**config.mk**
```make
export PLATFORM = sky130hd
export DESIGN_NAME = motion_rep_error_classifier
export DESIGN_NICKNAME = d
export VERILOG_FILES = /design/src/rtl/mrec_pkg.sv /design/src/rtl/motion_rep_error_classifier.sv
export SDC_FILE = /design/constraint.sdc
export NUM_CORES = 1
export LEC_CHECK = 0
export BUFFER_PORTS_ARGS = -buffer_cell sky130_fd_sc_hd__buf_2
export CELL_PAD_IN_SITES_DETAIL_PLACEMENT = 1
export CELL_PAD_IN_SITES_GLOBAL_PLACEMENT = 2
export CORE_MARGIN = 1
export CORE_UTILIZATION = 40
export CTS_BUF_LIST = sky130_fd_sc_hd__clkbuf_8
export CTS_CLUSTER_SIZE = 8
export DETAILED_ROUTE_END_ITERATION = 8
export MAX_ROUTING_LAYER = met4
export PLACE_DENSITY_LB_ADDON = 0.2
export SYNTH_ARGS = -nofsm -noshare
export SYNTH_HDL_FRONTEND = slang
export SYNTH_SLANG_ARGS = --single-unit
```
**constraint.sdc**
```tcl
create_clock -name aclk -period 14.7 [get_ports aclk]
set_clock_uncertainty 0.15 [all_clocks]
set_input_delay 1.47 -clock aclk [delete_from_list [all_inputs] [get_ports aclk]]
set_output_delay 1.47 -clock aclk [all_outputs]
set_load 0.05 [all_outputs]
```
**src/rtl/mrec_pkg.sv**
```systemverilog
// Package for the motion repetition error classifier.
// Holds the register indexes, reset values, field widths and result codes.
// No dependencies.
package mrec_pkg;

    // Field widths.
    localparam int TICK_W      = 32;
    localparam int ANGLE_IN_W  = 15;
    localparam int LIMIT_W     = 14;
    localparam int RATE_W      = 16;
    localparam int GAP_W       = 10;
    localparam int CODE_W      = 3;
    localparam int CFG_INDEX_W = 3;
    localparam int CFG_DATA_W  = 16;

    // Default width of the stored angle state.
    localparam int ANGLE_WIDTH_DEF = 16;

    // Milliseconds per second, scales the pitch step in the tempo test.
    localparam int TEMPO_SCALE = 1000;

    // Register indexes.
    localparam logic [CFG_INDEX_W-1:0] CFG_ACTIVE_MIN     = 3'd0;
    localparam logic [CFG_INDEX_W-1:0] CFG_ROLL_MAX       = 3'd1;
    localparam logic [CFG_INDEX_W-1:0] CFG_RATE_MAX       = 3'd2;
    localparam logic [CFG_INDEX_W-1:0] CFG_PEAK_MIN       = 3'd3;
    localparam logic [CFG_INDEX_W-1:0] CFG_DESCENT_MARGIN = 3'd4;
    localparam logic [CFG_INDEX_W-1:0] CFG_GAP_MAX_MS     = 3'd5;

    // Register reset values.
    localparam logic [LIMIT_W-1:0] ACTIVE_MIN_RST     = 14'd768;
    localparam logic [LIMIT_W-1:0] ROLL_MAX_RST       = 14'd1600;
    localparam logic [RATE_W-1:0]  RATE_MAX_RST       = 16'd7040;
    localparam logic [LIMIT_W-1:0] PEAK_MIN_RST       = 14'd2880;
    localparam logic [LIMIT_W-1:0] DESCENT_MARGIN_RST = 14'd640;
    localparam logic [GAP_W-1:0]   GAP_MAX_MS_RST     = 10'd200;

    // Result codes.
    typedef enum logic [CODE_W-1:0] {
        ERR_CLEAR         = 3'd0,
        ERR_RUSHED        = 3'd1,
        ERR_SHRUG         = 3'd2,
        ERR_RANGE_LOW     = 3'd3,
        ERR_GENERAL_FORM  = 3'd4
    } err_code_t;

endpackage

```
**src/rtl/motion_rep_error_classifier.sv**
```systemverilog
// Top level of the motion repetition error classifier.
// Depends on mrec_pkg for widths, register indexes, reset values and codes.
//
// Path: input register, then the classify stage, then the output register, then m_.
// Throughput: one transaction per cycle; the input register, the combinational
//   classify stage (one 16x10 multiply, a constant x1000 scale and compares)
//   and the output register all advance together whenever the output is free.
// Reset: aresetn is synchronous, active low. It empties both pipeline registers,
//   loads the default limits and clears the previous tick, previous pitch and
//   peak pitch.
module motion_rep_error_classifier #(
    parameter int ANGLE_WIDTH = mrec_pkg::ANGLE_WIDTH_DEF
) (
    input  logic                               aclk,
    input  logic                               aresetn,

    // Input samples. s_tdata, lowest bit up: tick_ms[31:0], pitch_angle[46:32],
    // roll_angle[61:47], zero pad[63:62].
    input  logic                               s_tvalid,
    output logic                               s_tready,
    input  logic [63:0]                        s_tdata,

    // Results. m_tdata, lowest bit up: error_code[2:0], zero pad[7:3].
    output logic                               m_tvalid,
    input  logic                               m_tready,
    output logic [7:0]                         m_tdata,

    // Register writes.
    input  logic                               cfg_valid,
    output logic                               cfg_ready,
    input  logic [mrec_pkg::CFG_INDEX_W-1:0]   cfg_index,
    input  logic [mrec_pkg::CFG_DATA_W-1:0]    cfg_data
);
    import mrec_pkg::*;

    // Working width of the angle math: holds a 15 bit sample or a stored
    // angle, plus room for a difference and its magnitude.
    localparam int AW = ANGLE_WIDTH;
    localparam int EW = ((AW > ANGLE_IN_W) ? AW : ANGLE_IN_W) + 2;
    // Width of both sides of the tempo compare.
    localparam int CW = EW + 10;

    // ------------------------------------------------------------------
    // Configuration registers, written any cycle.
    // ------------------------------------------------------------------
    logic [LIMIT_W-1:0] active_min_reg;
    logic [LIMIT_W-1:0] roll_max_reg;
    logic [RATE_W-1:0]  rate_max_reg;
    logic [LIMIT_W-1:0] peak_min_reg;
    logic [LIMIT_W-1:0] descent_margin_reg;
    logic [GAP_W-1:0]   gap_max_ms_reg;

    assign cfg_ready = 1'b1;

    always_ff @(posedge aclk) begin
        if (!aresetn) begin
            active_min_reg     <= ACTIVE_MIN_RST;
            roll_max_reg       <= ROLL_MAX_RST;
            rate_max_reg       <= RATE_MAX_RST;
            peak_min_reg       <= PEAK_MIN_RST;
            descent_margin_reg <= DESCENT_MARGIN_RST;
            gap_max_ms_reg     <= GAP_MAX_MS_RST;
        end else if (cfg_valid) begin
            // Drop writes to unknown indexes.
            case (cfg_index)
                CFG_ACTIVE_MIN:     active_min_reg     <= cfg_data[LIMIT_W-1:0];
                CFG_ROLL_MAX:       roll_max_reg       <= cfg_data[LIMIT_W-1:0];
                CFG_RATE_MAX:       rate_max_reg       <= cfg_data[RATE_W-1:0];
                CFG_PEAK_MIN:       peak_min_reg       <= cfg_data[LIMIT_W-1:0];
                CFG_DESCENT_MARGIN: descent_margin_reg <= cfg_data[LIMIT_W-1:0];
                CFG_GAP_MAX_MS:     gap_max_ms_reg     <= cfg_data[GAP_W-1:0];
                default: ;
            endcase
        end
    end

    // ------------------------------------------------------------------
    // Pipeline control. The output register takes a new result when it is
    // empty or being drained; the input register follows it.
    // ------------------------------------------------------------------
    logic s1_valid_reg;
    logic m_valid_reg;
    logic out_load;
    logic s1_advance;
    logic in_accept;

    assign out_load   = !m_valid_reg || m_tready;
    assign s1_advance = s1_valid_reg && out_load;
    assign s_tready   = !s1_valid_reg || out_load;
    assign in_accept  = s_tvalid && s_tready;

    always_ff @(posedge aclk) begin
        if (!aresetn) begin
            s1_valid_reg <= 1'b0;
            m_valid_reg  <= 1'b0;
        end else begin
            if (s_tready) begin
                s1_valid_reg <= s_tvalid;
            end
            if (out_load) begin
                m_valid_reg <= s1_valid_reg;
            end
        end
    end

    // Input register: unpack the transaction.
    logic [TICK_W-1:0]            s1_tick_reg;
    logic signed [ANGLE_IN_W-1:0] s1_pitch_reg;
    logic signed [ANGLE_IN_W-1:0] s1_roll_reg;

    always_ff @(posedge aclk) begin
        if (in_accept) begin
            s1_tick_reg  <= s_tdata[31:0];
            s1_pitch_reg <= $signed(s_tdata[46:32]);
            s1_roll_reg  <= $signed(s_tdata[61:47]);
        end
    end

    // ------------------------------------------------------------------
    // Sample history.
    // ------------------------------------------------------------------
    logic [TICK_W-1:0]    prev_tick_reg;
    logic signed [AW-1:0] prev_pitch_reg;
    logic signed [AW-1:0] peak_angle_reg;
    logic signed [AW-1:0] peak_angle_next;

    // ------------------------------------------------------------------
    // Classify stage.
    // ------------------------------------------------------------------
    logic [TICK_W-1:0]     dt;
    logic                  time_fault;
    logic signed [EW-1:0]  pitch_ext;
    logic signed [EW-1:0]  prev_ext;
    logic signed [EW-1:0]  peak_ext;
    logic signed [EW-1:0]  pitch_wrap_ext;
    logic signed [EW-1:0]  peak_raised;
    logic signed [EW-1:0]  dpitch;
    logic [EW-1:0]         dpitch_mag;
    logic [EW-1:0]         pitch_mag;
    logic [ANGLE_IN_W:0]   roll_mag;
    logic [CW-1:0]         tempo_lhs;
    logic [CW-1:0]         tempo_rhs;
    logic signed [EW:0]    descent_floor;
    logic                  at_rest;
    logic                  tempo_fast;
    logic                  shoulder_up;
    logic                  descended;
    logic                  peak_short;
    err_code_t             code_next;
    err_code_t             m_code_reg;

    always_comb begin
        dt         = s1_tick_reg - prev_tick_reg;
        time_fault = (prev_tick_reg == '0) || (dt == '0)
                   || (dt > TICK_W'(gap_max_ms_reg));

        pitch_ext = EW'(s1_pitch_reg);
        prev_ext  = EW'(prev_pitch_reg);
        peak_ext  = EW'(peak_angle_reg);

        // Stored pitch is wrapped into the angle state width.
        pitch_wrap_ext = EW'($signed(pitch_ext[AW-1:0]));

        pitch_mag = pitch_ext[EW-1] ? EW'(-pitch_ext) : pitch_ext;
        at_rest   = pitch_mag < EW'(active_min_reg);

        // Raise the peak before any test that reads it.
        peak_raised = (pitch_ext > peak_ext) ? pitch_wrap_ext : peak_ext;

        // Tempo: |dpitch| * 1000 > rate_max * dt, dt known to fit GAP_W here.
        dpitch     = pitch_ext - prev_ext;
        dpitch_mag = dpitch[EW-1] ? EW'(-dpitch) : dpitch;
        tempo_lhs  = CW'(dpitch_mag) * CW'(TEMPO_SCALE);
        tempo_rhs  = CW'(rate_max_reg) * CW'(dt[GAP_W-1:0]);
        tempo_fast = tempo_lhs > tempo_rhs;

        roll_mag    = s1_roll_reg[ANGLE_IN_W-1]
                    ? (ANGLE_IN_W+1)'(-(ANGLE_IN_W+1)'(s1_roll_reg))
                    : (ANGLE_IN_W+1)'(s1_roll_reg);
        shoulder_up = roll_mag > (ANGLE_IN_W+1)'(roll_max_reg);

        descent_floor = (EW+1)'(peak_raised)
                      - (EW+1)'($signed({1'b0, descent_margin_reg}));
        descended     = (EW+1)'(pitch_ext) < descent_floor;
        peak_short    = peak_raised < EW'($signed({1'b0, peak_min_reg}));

        code_next       = ERR_CLEAR;
        peak_angle_next = peak_angle_reg;
        if (time_fault) begin
            // Restart timing; keep the peak.
            code_next = ERR_CLEAR;
        end else if (at_rest) begin
            peak_angle_next = '0;
        end else begin
            peak_angle_next = peak_raised[AW-1:0];
            if (tempo_fast) begin
                code_next = ERR_RUSHED;
            end else if (shoulder_up) begin
                code_next = ERR_SHRUG;
            end else if (descended) begin
                // Repetition finished: judge its peak and start a new one.
                code_next       = peak_short ? ERR_RANGE_LOW : ERR_GENERAL_FORM;
                peak_angle_next = '0;
            end else begin
                code_next = ERR_GENERAL_FORM;
            end
        end
    end

    always_ff @(posedge aclk) begin
        if (!aresetn) begin
            prev_tick_reg  <= '0;
            prev_pitch_reg <= '0;
            peak_angle_reg <= '0;
        end else if (s1_advance) begin
            prev_tick_reg  <= s1_tick_reg;
            prev_pitch_reg <= pitch_ext[AW-1:0];
            peak_angle_reg <= peak_angle_next;
        end
    end

    // Output register: hold the result until the transaction completes.
    always_ff @(posedge aclk) begin
        if (s1_advance) begin
            m_code_reg <= code_next;
        end
    end

    assign m_tvalid = m_valid_reg;
    assign m_tdata  = {{(8 - CODE_W){1'b0}}, m_code_reg};

endmodule

```
==> metrics.txt, run 1 <==
Post-Place Cell Area 24570 um2; Vias/cell 5.412; post-synthesis cell count 2740; Post-layout nets 3360; Final TNS setup 0 ps; post-synthesis average cell area 8.523 um2; global-route wire length before repair 110000 um; clock root cell clkbuf_8; slowest CP cell nor3b_4; EDFF count, synth 65; DR iter-0 viols 718; dpl hpwl 52830 um; Yosys cell types 82; Post-Layout Cell Count 3610; Post-CTS Setup Inserts 0; Crit path top cell by count fa_1; Worst slew margin 27.70%; initial core utilization 40.48%; status finished, final reports clean; CP peak stage delay roughly 910 ps; WS Path Type reg2reg; worst skew pair latency 580 ps; Layout area overhead 8.664%; detailed-route via count 19540; FFs w/ async S/R, synth 0%; routed wire length 67110 um; cts hold-fix bufs 0; synth warn 0; Post-Syn Area 23350 um2; core area 57700 um2; Max clock buf depth 3; CTS tree done; wire per inst ~19 um; Crit path required time 14960 ps; WHS just over 300 ps; main combinational cell family by area after synthesis adder cells; endpoints failing setup 0; CP endpoint kind flip-flop; RSZ-0062 raised after global routing false; DR pass1 iterations 5; crit-path max FO 16; Top FF cell, synth dfxtp_1; Compound-Gate Fraction of Synth Area 17.30%; crit path launch type flip-flop; minimum clock period 11470 ps; drt drc 0; Overflow after GRT 0; Peak Freq 87.16 MHz; die footprint 59350 um2; final instance area approximately 25000 um2; Filler cells 6876; final slew viol count 0; Fin. Hold Viols 0; Clock Pin Slew Worst Setup and Hold Paths 60 ps; dpl cells 3532; # resized after CTS 0; number of buffers created by CTS 39; share of cells above drive strength 1 7.679%; GRT Util Overall 23.62%; initial antenna violation count 5; placer congestion estimate 0.8871; Chip Width roughly 240 um; I/O pin total 99; row count 88; crit path DAT 11730 ps; register area share after synthesis around a fifth; fin crit share 78.05%; clock sink count 212; vias in the first global route approximately 21000; pin count of the biggest net entering global routing 102; post-synthesis register bit count 212; Hold WC Path Type reg2reg; post-route ant nets 0; Die Y 243.6 um; H-tree depth 2; Synth Area in XOR/XNOR 4.613%; Worst Tran Pin Value 1081 ps; Max Cap Viol 0; Post-Synth Simple-Gate Area around 17%; mux cell area share after synthesis 1.088%; Adder-Cell Fraction of Synth Area 30.52%; IO buf count 90
## metrics by stage
| stage | utilization (%) | worst slack [ps] |
|---|---|---|
| CTS | 43.96 | 3130 |
| detailed placement | 42.59 | 3157 |
| floorplan | - | 4505 |
| global route | 43.97 | 2158 |
| global placement | 42.59 | 3540 |
| finish | 43.98 | 3226 |
## synth_stat cells, drive strengths merged, types with 65 or more instances
library cell | n | area share (%)
and2 | 82 | 2.2
dfxtp | 147 | 13
a21oi | 107 | 2.3
edfxtp | 65 | 8.4
nand2 | 419 | 6.7
fa | 176 | 15
ha | 288 | 15
clkbuf | 90 | 1.4
o21ai | 73 | 1.6
xnor2 | 80 | 3.0
a21boi | 116 | 3.7
nor2 | 89 | 1.4
inv | 382 | 6.1
## critical path: cells and delay by family, from the launching register on
kind / cells / cell delay [ps]
flip-flops: 1 / 530
adder cells (fa/ha/maj): 7 / 2940
AND/OR/NAND/NOR: 8 / 2030
XOR/XNOR: 2 / 730
AO/OA/AOI/OAI: 17 / 4560
buffers and inverters: 3 / 350
## cells by family (layout without fill, tap and decap cells)
| logic type | Yosys count | count (layout) |
|---|---|---|
| AND/OR/NAND/NOR | 857 | 857 |
| AO/OA/AOI/OAI | 573 | 573 |
| buffers and inverters | 486 | 566 |
| adder cells (fa/ha/maj) | 464 | 464 |
| flip-flops | 212 | 212 |
| XOR/XNOR | 123 | 123 |
| multiplexers | 23 | 23 |
| other | 2 | 27 |
## cells in the final DEF, fill, tap and decap left out, types with 11 or more instances in the layout
cell	synthesis	final
and2_1	82	81
nand4_1	30	30
xnor2_1	80	80
a211oi_1	21	21
a31oi_1	15	15
o31ai_1	18	18
conb_1	2	21
nor4_1	19	19
nor2_1	88	88
or3_1	17	17
o21a_1	36	36
buf_4	6	23
buf_2	3	89
and3_1	11	11
o21ai_0	63	63
edfxtp_1	65	65
fa_1	176	176
dfxtp_1	147	147
nor2b_1	32	32
a21oi_1	107	107
nand3_1	39	39
nor3_1	36	36
ha_1	288	288
xor2_1	43	43
o21bai_1	13	13
a21o_1	50	50
inv_1	382	391
a21boi_0	116	116
nand2b_1	37	36
o2111ai_1	11	11
o211ai_1	40	40
clkbuf_8	0	44
nand2_1	419	419
mux2_2	19	19
## cell type report
class	instances	area (um2)	share of cell area, %
clock inverters	28	180.2	0.7100
flip-flops and latches	212	4895	19.29
clock buffers	44	605.6	2.386
repair buffers	112	618.1	2.436
multi-input cells	2061	16670	65.70
diodes	6	15.01	0.05917
inverters	382	1434	5.651
well taps	765	957.2	3.772
## layer usage
layer | part of all wire (%) | GRT usage [%]
met1 | 47 | 30.31
met2 | 49 | 40.54
met3 | 2.5 | 2.115
met4 | 1.5 | 4.688
met5 | 0 | -
## final timing paths
| path | slack [ps] | cells past startpoint | end | start |
|---|---|---|---|---|
| setup / recovery | 3230 | 37 | peak_angle_reg[1] | s1_pitch_reg[1] |
| hold / removal | 310 | 2 | prev_pitch_reg[4] | prev_pitch_reg[4] |
| setup reg to reg | 3230 | 37 | peak_angle_reg[1] | s1_pitch_reg[1] |
| hold reg to reg | 310 | 2 | prev_pitch_reg[4] | prev_pitch_reg[4] |
Power of run 1 is left out: the tool's default activity adds up to more than one toggle a clock period on the data nets, which glitch-free logic cannot reach.
==> run 2: changes to the inputs <==
clock period = 12 ns   (was 14.7 ns; I/O delays follow)
==> metrics.txt, run 2 (same netlist as run 1, synthesis figures left out) <==
detailed-route via count roughly 19000; minimum clock period 11020 ps; Layout area overhead 8.380%; slowest CP cell xor2_1; post-route ant nets 0; Peak Freq 90.73 MHz; hold depth 2; Hold WC Path Type reg2reg; met2 usage 40.56%; crit-path max FO 16; GRT Util Overall 23.48%; GR Util met1 29.94%; global-route wire length before repair between 100000 and 150000 um; status finished, final reports clean; Vias/cell between 5 and 6; core area 57700 um2; vias in the first global route 21210; Crit path top cell by count fa_1; Die Y 243.6 um; Critical R2R Launch s1_pitch_reg[0]; CP top delay family compound AO/OA/AOI/OAI gates; clock sink count 212; routed wire length between 60000 and 70000 um; Filler cells 6920; pin count of the biggest net entering global routing 79; Clock Pin Slew Worst Setup and Hold Paths 60 ps; Final TNS setup 0 ps; clock root cell clkbuf_8; Post-CTS Setup Inserts 0; number of buffers created by CTS 38; Overflow after GRT 0; cts hold-fix bufs 0; row count 88; worst reg2reg path endpoint peak_angle_reg[15]; initial core utilization 40.48%; Hold Path Sink descent_margin_reg[13]; RSZ-0062 raised after global routing false; worst skew pair latency approximately 590 ps; fin crit share about nine tenths; CTS tree done; wire per inst 18.62 um; H-tree depth 2; CP endpoint kind flip-flop; share of cells above drive strength 1 7.473%; Post-layout nets 3361; commonest non-fill, non-tap cells in the layout 419 x nand2_1, 399 x inv_1, 288 x ha_1; crit path DAT 11300 ps; I/O pin total 99; Max Cap Viol 0; most common cell after layout, fill and taps aside nand2_1; Worst R2R Path Depth 38; initial antenna violation count 5; endpoints failing setup 0; DR iter-0 viols 750; Chip Width about 240 um; final slew viol count 0; # resized after CTS 0; Crit path required time approximately 12000 ps; WS Path Type reg2reg; die footprint 59350 um2; global-route met3 utilization 2.027%; CP peak stage delay about 600 ps; WP buf/inv 5; IO buf count 90; DR pass1 iterations 4; GRT busiest layer met2; placer congestion estimate 0.8903; min-delay src descent_margin_reg[13]; flop2flop setup slack 980 ps; Worst Tran Pin Value 1140 ps; Fin. Hold Viols 0; crit path launch type flip-flop; Worst slew margin 23.71%; dpl hpwl roughly 53000 um; drt drc 0; Max clock buf depth 3
-- run 2: layout make-up --
class	count	area, um2	area share, %
Antenna cell	3	7.507	0.02966
Multi-Input combinational cell	2061	16660	65.84
Tap cell	765	957.2	3.782
Sequential cell	212	4895	19.34
Timing Repair Buffer	114	633.1	2.501
Clock buffer	42	578.1	2.284
Clock inverter	26	140.1	0.5537
Inverter	382	1434	5.665
-- run 2: per-layer routing --
layer | share of wire (%) | vias to the layer above
li1 | - | 9384
met5 | 0 | -
met1 | 47 | 9760
met3 | 2.5 | 81
met4 | 1.6 | 0
met2 | 49 | 245
-- run 2: how the worst max path moves through the flow --
| stage | start | endpoint | slack (ps) | cells past startpoint |
|---|---|---|---|---|
| after global placement | s1_pitch_reg[1] | peak_angle_reg[0] | 1310 | 38 |
| after detailed placement | s1_pitch_reg[0] | peak_angle_reg[3] | 1120 | 38 |
| after global routing | s1_pitch_reg[1] | peak_angle_reg[15] | 40 | 38 |
| final | s1_pitch_reg[0] | peak_angle_reg[15] | 980 | 38 |
| after CTS | s1_pitch_reg[0] | peak_angle_reg[15] | 1050 | 38 |
| after floorplan | s1_pitch_reg[2] | peak_angle_reg[10] | 1810 | 38 |
-- run 2: metrics by stage --
stage | cells | instance area (um2) | worst slack [ps] | util (%) | hold slack [ps]
detailed placement | 3534 | 24580 | 1115 | 42.61 | 310.6
floorplan | 2759 | 23420 | 1805 | - | 288.6
global placement | 3534 | 24580 | 1313 | 42.61 | 303.3
global route | 3605 | 25310 | 37.05 | 43.87 | 339.6
CTS | 3602 | 25300 | 1048 | 43.85 | 317.5
finish | 3605 | 25310 | 978.3 | 43.87 | 312.4
-- run 2: worst reg2reg max path: cells and delay by family, from the launching register on --
family                   cells  cell delay [ps]
flip-flops                   1              450
adder cells (fa/ha/maj)      8             3080
buffers and inverters        5              710
AND/OR/NAND/NOR              8             1940
XOR/XNOR                     3              840
AO/OA/AOI/OAI               14             3720
Power of run 2 is left out for the same reason.
